**config.mk**
```make
export PLATFORM = sky130hd
export DESIGN_NAME = positional_ordered_list_core
export DESIGN_NICKNAME = d
export VERILOG_FILES = /design/src/rtl/pol_pkg.sv /design/src/rtl/pol_ctrl.sv /design/src/rtl/pol_dpath.sv /design/src/rtl/positional_ordered_list_core.sv
export SDC_FILE = /design/constraint.sdc
export NUM_CORES = 1
export LEC_CHECK = 0
export ABC_AREA = 1
export ABC_CLOCK_PERIOD_IN_PS = 5700
export BUFFER_PORTS_ARGS = -buffer_cell sky130_fd_sc_hd__buf_4
export CAP_MARGIN = 20
export CORE_MARGIN = 2
export CORE_UTILIZATION = 41
export DETAILED_ROUTE_END_ITERATION = 8
export GPL_ROUTABILITY_DRIVEN = 0
export GPL_TIMING_DRIVEN = 0
export HOLD_SLACK_MARGIN = 0.08
export PLACE_DENSITY = 0.65
export SLEW_MARGIN = 20
export SYNTH_ARGS = -nofsm -noshare
export SYNTH_HDL_FRONTEND = slang
export SYNTH_SLANG_ARGS = --single-unit
```
**constraint.sdc**
```tcl
create_clock -name i_clk -period 5.7 [get_ports i_clk]
set_input_delay 0.285 -clock i_clk [delete_from_list [all_inputs] [get_ports i_clk]]
set_output_delay 0.285 -clock i_clk [all_outputs]
set_load 0.05 [all_outputs]
```
**src/rtl/pol_pkg.sv**
```systemverilog
`default_nettype none
package pol_pkg;

    localparam int DEPTH_DEF  = 16;
    localparam int DATA_W     = 32;
    localparam int CMD_W      = 3;
    localparam int POS_W      = 5;
    localparam int STATUS_W   = 2;
    localparam int ENTRIES_W  = 5;

    localparam logic [CMD_W-1:0] CMD_INS_FRONT = 3'd0;
    localparam logic [CMD_W-1:0] CMD_INS_BACK  = 3'd1;
    localparam logic [CMD_W-1:0] CMD_INS_POS   = 3'd2;
    localparam logic [CMD_W-1:0] CMD_DEL_FRONT = 3'd3;
    localparam logic [CMD_W-1:0] CMD_DEL_BACK  = 3'd4;
    localparam logic [CMD_W-1:0] CMD_DEL_POS   = 3'd5;
    localparam logic [CMD_W-1:0] CMD_DUMP      = 3'd6;
    localparam logic [CMD_W-1:0] CMD_NOP       = 3'd7;

    localparam logic [STATUS_W-1:0] ST_OK    = 2'd0;
    localparam logic [STATUS_W-1:0] ST_FULL  = 2'd1;
    localparam logic [STATUS_W-1:0] ST_RANGE = 2'd2;
    localparam logic [STATUS_W-1:0] ST_EMPTY = 2'd3;

    typedef struct packed {
        logic [CMD_W-1:0]         command;
        logic signed [DATA_W-1:0] value;
        logic [POS_W-1:0]         position;
    } t_in_beat;

    typedef struct packed {
        logic [STATUS_W-1:0]      status;
        logic signed [DATA_W-1:0] item;
        logic [ENTRIES_W-1:0]     entries;
        logic                     final_res;
    } t_out_beat;

    // controller -> datapath
    typedef struct packed {
        logic accept;
        logic step;
    } t_pol_cmd;

    // datapath -> controller
    typedef struct packed {
        logic dump_go;
        logic dump_last;
    } t_pol_stat;

endpackage
`default_nettype wire

```
**src/rtl/pol_ctrl.sv**
```systemverilog
`default_nettype none
module pol_ctrl
    import pol_pkg::*;
(
    input  wire logic      i_clk,
    input  wire logic      i_rst_n,
    input  wire logic      i_in_valid,
    output logic           o_in_stall,
    output logic           o_out_valid,
    input  wire logic      i_out_stall,
    input  wire t_pol_stat i_stat,
    output t_pol_cmd       o_cmd
);

    typedef enum logic {S_IDLE, S_DUMP} t_state;

    t_state r_state;
    logic   r_out_valid;
    logic   out_free;

    assign out_free     = !r_out_valid || !i_out_stall;
    assign o_in_stall   = !((r_state == S_IDLE) && out_free);
    assign o_cmd.accept = (r_state == S_IDLE) && out_free && i_in_valid;
    assign o_cmd.step   = (r_state == S_DUMP) && out_free;
    assign o_out_valid  = r_out_valid;

    always_ff @(posedge i_clk) begin
        if (!i_rst_n) begin
            r_state     <= S_IDLE;
            r_out_valid <= 1'b0;
        end else begin
            if ((o_cmd.accept && !i_stat.dump_go) || o_cmd.step) begin
                r_out_valid <= 1'b1;
            end else if (!i_out_stall) begin
                r_out_valid <= 1'b0;
            end
            unique case (r_state)
                S_IDLE: begin
                    if (o_cmd.accept && i_stat.dump_go) begin
                        r_state <= S_DUMP;
                    end
                end
                S_DUMP: begin
                    if (o_cmd.step && i_stat.dump_last) begin
                        r_state <= S_IDLE;
                    end
                end
                default: r_state <= S_IDLE;
            endcase
        end
    end

endmodule
`default_nettype wire

```
**src/rtl/pol_dpath.sv**
```systemverilog
`default_nettype none
module pol_dpath
    import pol_pkg::*;
#(
    parameter int DEPTH = DEPTH_DEF
) (
    input  wire logic     i_clk,
    input  wire logic     i_rst_n,
    input  wire t_in_beat i_in_data,
    input  wire t_pol_cmd i_cmd,
    output t_pol_stat     o_stat,
    output t_out_beat     o_out_data
);

    localparam int CW   = $clog2(DEPTH + 1);
    localparam int IW   = $clog2(DEPTH);
    localparam int CMPW = ((CW > POS_W) ? CW : POS_W) + 1;

    logic [DATA_W-1:0] r_slot [DEPTH];
    logic [DATA_W-1:0] n_slot [DEPTH];
    logic [CW-1:0]     r_fill;
    logic [CW-1:0]     n_fill;
    logic [IW-1:0]     r_idx;
    t_out_beat         r_out;
    t_out_beat         n_out;

    logic [CMPW-1:0]     fill_x;
    logic [CMPW-1:0]     pos_x;
    logic [CMPW-1:0]     last_x;
    logic [CMPW-1:0]     at;
    logic                ins_ok;
    logic                del_ok;
    logic [STATUS_W-1:0] st;

    assign fill_x = CMPW'(r_fill);
    assign pos_x  = CMPW'(i_in_data.position);
    assign last_x = fill_x - CMPW'(1);

    assign o_stat.dump_go   = (i_in_data.command == CMD_DUMP) && (r_fill != '0);
    assign o_stat.dump_last = (CMPW'(r_idx) == last_x);
    assign o_out_data       = r_out;

    // decode of one edit beat
    always_comb begin
        ins_ok = 1'b0;
        del_ok = 1'b0;
        st     = ST_OK;
        at     = '0;
        unique case (i_in_data.command)
            CMD_INS_FRONT, CMD_INS_BACK, CMD_INS_POS: begin
                if (fill_x == CMPW'(DEPTH)) begin
                    st = ST_FULL;
                end else if (i_in_data.command == CMD_INS_FRONT) begin
                    ins_ok = 1'b1;
                end else if (i_in_data.command == CMD_INS_BACK) begin
                    ins_ok = 1'b1;
                    at     = fill_x;
                end else if (pos_x == '0 || pos_x > fill_x + CMPW'(1)) begin
                    st = ST_RANGE;
                end else begin
                    ins_ok = 1'b1;
                    at     = pos_x - CMPW'(1);
                end
            end
            CMD_DEL_FRONT, CMD_DEL_BACK, CMD_DEL_POS: begin
                if (fill_x == '0) begin
                    st = ST_EMPTY;
                end else if (i_in_data.command == CMD_DEL_FRONT) begin
                    del_ok = 1'b1;
                end else if (i_in_data.command == CMD_DEL_BACK) begin
                    del_ok = 1'b1;
                    at     = last_x;
                end else if (pos_x == '0 || pos_x > fill_x) begin
                    st = ST_RANGE;
                end else begin
                    del_ok = 1'b1;
                    at     = pos_x - CMPW'(1);
                end
            end
            CMD_DUMP: begin
                if (fill_x == '0) begin
                    st = ST_EMPTY;
                end
            end
            default: st = ST_OK;
        endcase
    end

    // cell row update
    always_comb begin
        n_slot = r_slot;
        n_fill = r_fill;
        n_out  = r_out;
        if (i_cmd.accept) begin
            if (ins_ok) begin
                n_slot[0] = (at == '0) ? i_in_data.value : r_slot[0];
                for (int i = 1; i < DEPTH; i++) begin
                    if (CMPW'(i) == at) begin
                        n_slot[i] = i_in_data.value;
                    end else if (CMPW'(i) > at) begin
                        n_slot[i] = r_slot[i-1];
                    end
                end
                n_fill = CW'(fill_x + CMPW'(1));
            end else if (del_ok) begin
                for (int i = 0; i < DEPTH - 1; i++) begin
                    if (CMPW'(i) >= at) begin
                        n_slot[i] = r_slot[i+1];
                    end
                end
                n_fill = CW'(last_x);
            end
            n_out.status    = st;
            n_out.item      = '0;
            n_out.entries   = ENTRIES_W'(CMPW'(n_fill));
            n_out.final_res = 1'b1;
        end else if (i_cmd.step) begin
            // rotate the live entries so the next one reaches the head
            for (int i = 0; i < DEPTH - 1; i++) begin
                if (CMPW'(i) == last_x) begin
                    n_slot[i] = r_slot[0];
                end else if (CMPW'(i) < last_x) begin
                    n_slot[i] = r_slot[i+1];
                end
            end
            if (CMPW'(DEPTH - 1) == last_x) begin
                n_slot[DEPTH-1] = r_slot[0];
            end
            n_out.status    = ST_OK;
            n_out.item      = r_slot[0];
            n_out.entries   = ENTRIES_W'(fill_x);
            n_out.final_res = o_stat.dump_last;
        end
    end

    always_ff @(posedge i_clk) begin
        r_slot <= n_slot;
        r_out  <= n_out;
        if (!i_rst_n) begin
            r_fill <= '0;
            r_idx  <= '0;
        end else begin
            r_fill <= n_fill;
            if (i_cmd.accept) begin
                r_idx <= '0;
            end else if (i_cmd.step) begin
                r_idx <= o_stat.dump_last ? '0 : r_idx + IW'(1);
            end
        end
    end

endmodule
`default_nettype wire

```
**src/rtl/positional_ordered_list_core.sv**
```systemverilog
// channel | direction | handshake                | beat type
// in      | input     | i_in_valid / o_in_stall   | t_in_beat
// out     | output    | o_out_valid / i_out_stall | t_out_beat
//
// Edits (insert, delete, no-op, dump of an empty list) give one result each;
// an insert or delete shifts the whole cell row as its result is registered.
// A dump beat gives no result; the row then rotates one entry per result
// past the head cell. Reset (synchronous, active low) empties the list; no
// clearing pass. Output stall holds the result register; input stall rises
// only while a dump runs or an unread result would be overwritten.
`default_nettype none
module positional_ordered_list_core
    import pol_pkg::*;
#(
    parameter int DEPTH = DEPTH_DEF
) (
    input  wire logic     i_clk,
    input  wire logic     i_rst_n,
    input  wire logic     i_in_valid,
    output logic          o_in_stall,
    input  wire t_in_beat i_in_data,
    output logic          o_out_valid,
    input  wire logic     i_out_stall,
    output t_out_beat     o_out_data
);

    t_pol_cmd  cmd;
    t_pol_stat stat;

    pol_ctrl u_ctrl (
        .i_clk       (i_clk),
        .i_rst_n     (i_rst_n),
        .i_in_valid  (i_in_valid),
        .o_in_stall  (o_in_stall),
        .o_out_valid (o_out_valid),
        .i_out_stall (i_out_stall),
        .i_stat      (stat),
        .o_cmd       (cmd)
    );

    pol_dpath #(
        .DEPTH (DEPTH)
    ) u_dpath (
        .i_clk      (i_clk),
        .i_rst_n    (i_rst_n),
        .i_in_data  (i_in_data),
        .i_cmd      (cmd),
        .o_stat     (stat),
        .o_out_data (o_out_data)
    );

endmodule
`default_nettype wire

```
==> impl_results.md <==
- Outcome: complete, no violations
- Die Span Y: 301 microns
- Pwr per Cell Area: 295 nW/um^2
- GRT Util Overall: 0.274
- Post-synth cell types: 37
- R2R setup slack: 350 ps
- Remaining global-route overflow: 0
- Root buf cell: clkbuf_16
- Initial drt markers: 4242
- Largest family of logic cells by synthesized area: simple AND/OR/NAND/NOR gates
- Final layout net count: 5165
- Cell taking the most area after synthesis: edfxtp_1
- Post-synthesis adder-cell area fraction: 0.00587
- Worst Max-Slew Pin Slew: 1200 ps
- Buffer count from post-CTS setup fixing: 0
- Syn nets: 4985
- Slew Limit Fails: 0
- Clk buf depth: 3
- Final Setup Violations: 0
- Via density: 5.42
- Top FF cell, synth: edfxtp_1
- Hpwl dp: 102 mm
- Worst EP required: 6020 ps
- Max Clk Rate: 0.187 GHz
- YS warnings: 0
- Largest net degree at the start of global routing: 33
- Headroom to the max-slew limit: 0.200
- Tmin final: 5350 ps
- Top-count cell post-synth: nand2_1
- TritonCTS clock tree: done
- CTS clk-pin slew, worst paths: 60 ps
- DR pass1 iterations: 7
- Tcrit/Tclk final: 0.939
- Netlist Area Pre-Place: 36200 sq um
- Worst R2R Start: u_dpath.r_fill[0]
- CTS Sinks: 563
- Nature of the critical path startpoint: register
- Avg Cell Area, Syn: 7.36 sq um
- Total CTS buffers: 68
- Share of layout cells above drive strength 1: 0.0888
- Crit Path Max Fanout: 10
- Final non-filler cell total: 6325
- CP Class: reg2reg
- CP startpoint: u_dpath.r_fill[0]
- Cells after DPL: 6196
- Initial core utilization: 0.412
- Core Rows: 109
- Synth top area share: 0.430
- Top area cells in the synthesized netlist: edfxtp_1, nand2_1, nand3_1
- H-tree Lvls: 3
- Async SR Flop Fraction: 0
- Max Cap Viol: 0
- Layout Area Growth over Synthesis: 13.1%
- Compound-gate portion of the synthesized area: 0.125
- ANT nets after route: 0
- Number of buffers added on ports: 85
- Setup Skew: 25.6 ps
- Synth Area in Simple Gates: 0.281
- RSZ-0062 raised after global routing: false
- Fin. Hold Viols: 0
- Sequential area share after synthesis: 0.455
- Via count: 34300
- Synth Area in XOR/XNOR: 0.00218
- Number of synthesized flops with an enable pin: 519
- Die width: 301 microns
- Total Wirelength: 128 mm
- Final hold slack: 127 ps
- Cells after Synth: 4924
- Ports: 86
- Maximum VDD drop: 0.171 mV
- Synth Register Bits: 563
- DR DRC count: 0
- Arr. time, crit path: 5680 ps
- Core outline area: 88000 sq um
- Final Power: 12.1 mW
- Hold Crit Class: in2reg
- First-pass GRT wire length: 188 mm
- Synth cell count leaders: nand2_1, nand3_1, inv_1
- Clock Latency Late Sink: 630 ps
- Mux contribution to synthesized area: 0
- P_leak: 19.1 nW
- Drt wl/cell: 20.2 microns
- Die Area: 90800 sq um
- Vias in the first global route: 31200
- Antenna violations before repair: 0
- Crit end category: register
- Hold_sp: i_in_data[37]
==> power breakdown <==
group / switching (mW) / internal [mW]
registers: 0.225 / 5.12
clock network: 1.85 / 2.39
logic: 1.76 / 0.755
==> sequential cells by signal (all words and copies together), names as in the netlist <==
signal and flops:
u_dpath.r_fill 5, u_dpath.r_slot 512, u_dpath.o_out_data 40, u_ctrl.r_state 1, u_dpath.r_idx 4, u_ctrl.o_out_valid 1
==> layer usage <==
metal | wire length [microns] | track usage | vias up
li1 | - | - | 16600
met1 | 51700 | 0.371 | 15600
met2 | 57500 | 0.436 | 1826
met3 | 13300 | 0.0396 | 252
met4 | 5240 | 0.118 | 0
met5 | 0 | 0 | -
==> worst paths after layout <==
path / to / cells after the start
worst max-delay path: u_dpath.r_slot[464] / 23
worst min-delay path: u_ctrl.r_state / 4
worst min register to register: u_dpath.o_out_data[0] / 2
worst max register to register: u_dpath.r_slot[464] / 23
==> cell families after synthesis <==
family          after synthesis
compound gates              754
xor+xnor                      9
fa+ha+maj                    17
flops                       563
simple gates               2393
buf+inv                    1188
==> through the flow <==
stage / setup WS [ps] / utilization / cell area, sq um / setup TNS [ps]
after floorplan: 448 / - / 36200 / 0
after global placement: -2170 / 0.436 / 38300 / -391720
after detailed placement: 241 / 0.441 / 38800 / 0
after CTS: 217 / 0.466 / 41000 / 0
after global routing: 108 / 0.466 / 41000 / 0
final: 348 / 0.466 / 41000 / 0
==> area by class of cell <==
| class | instances | area (sq um) |
|---|---|---|
| antenna | 2 | 5.00 |
| tap | 1165 | 1460 |
| clock inverter | 21 | 141 |
| sequential | 563 | 16500 |
| clock buffer | 103 | 1970 |
| timing repair buffer | 110 | 1030 |
| fill | 8781 | 47000 |
| multi-input combinational | 3173 | 15100 |
| inverter | 816 | 3060 |
| buffer | 372 | 1710 |
==> worst max-delay path, stage by stage (launching register included) <==
cell	delay, ps
dfxtp_1	470
buf_2	250
inv_2	130
ha_1	440
inv_1	230
ha_1	350
nand2_1	50
nand2_1	50
nand2_1	40
nand2_1	50
nand2_1	40
nand2_1	50
nand2_1	140
nand3_1	120
nand2_1	80
nand3_1	110
nand2_2	180
nor2_2	440
buf_4	360
a21oi_1	150
nor3_2	520
buf_4	310
buf_4	220
buf_4	210
==> cell usage in the layout, fill, tap and decap left out, drive strengths merged, types with 3 or more instances in the layout <==
master / count
o21ai: 229
o22ai: 194
o21bai: 4
nand3: 831
ha: 17
inv: 798
clkbuf: 269
dfxtp: 44
nor2: 164
buf: 313
nand2: 1382
edfxtp: 519
a21oi: 128
xor2: 6
clkinv: 38
a22oi: 193
xnor2: 3
dlygate4sd3: 3
nand4: 3
nor3: 10
==> what timing repair did <==
item                       4_1_cts  5_1_grt
hold endpoints to repair         7        0
hold buffers                     3        0
setup endpoints to repair        0       20
gates resized for setup          0        1
(Power assumes the default switching activity.)
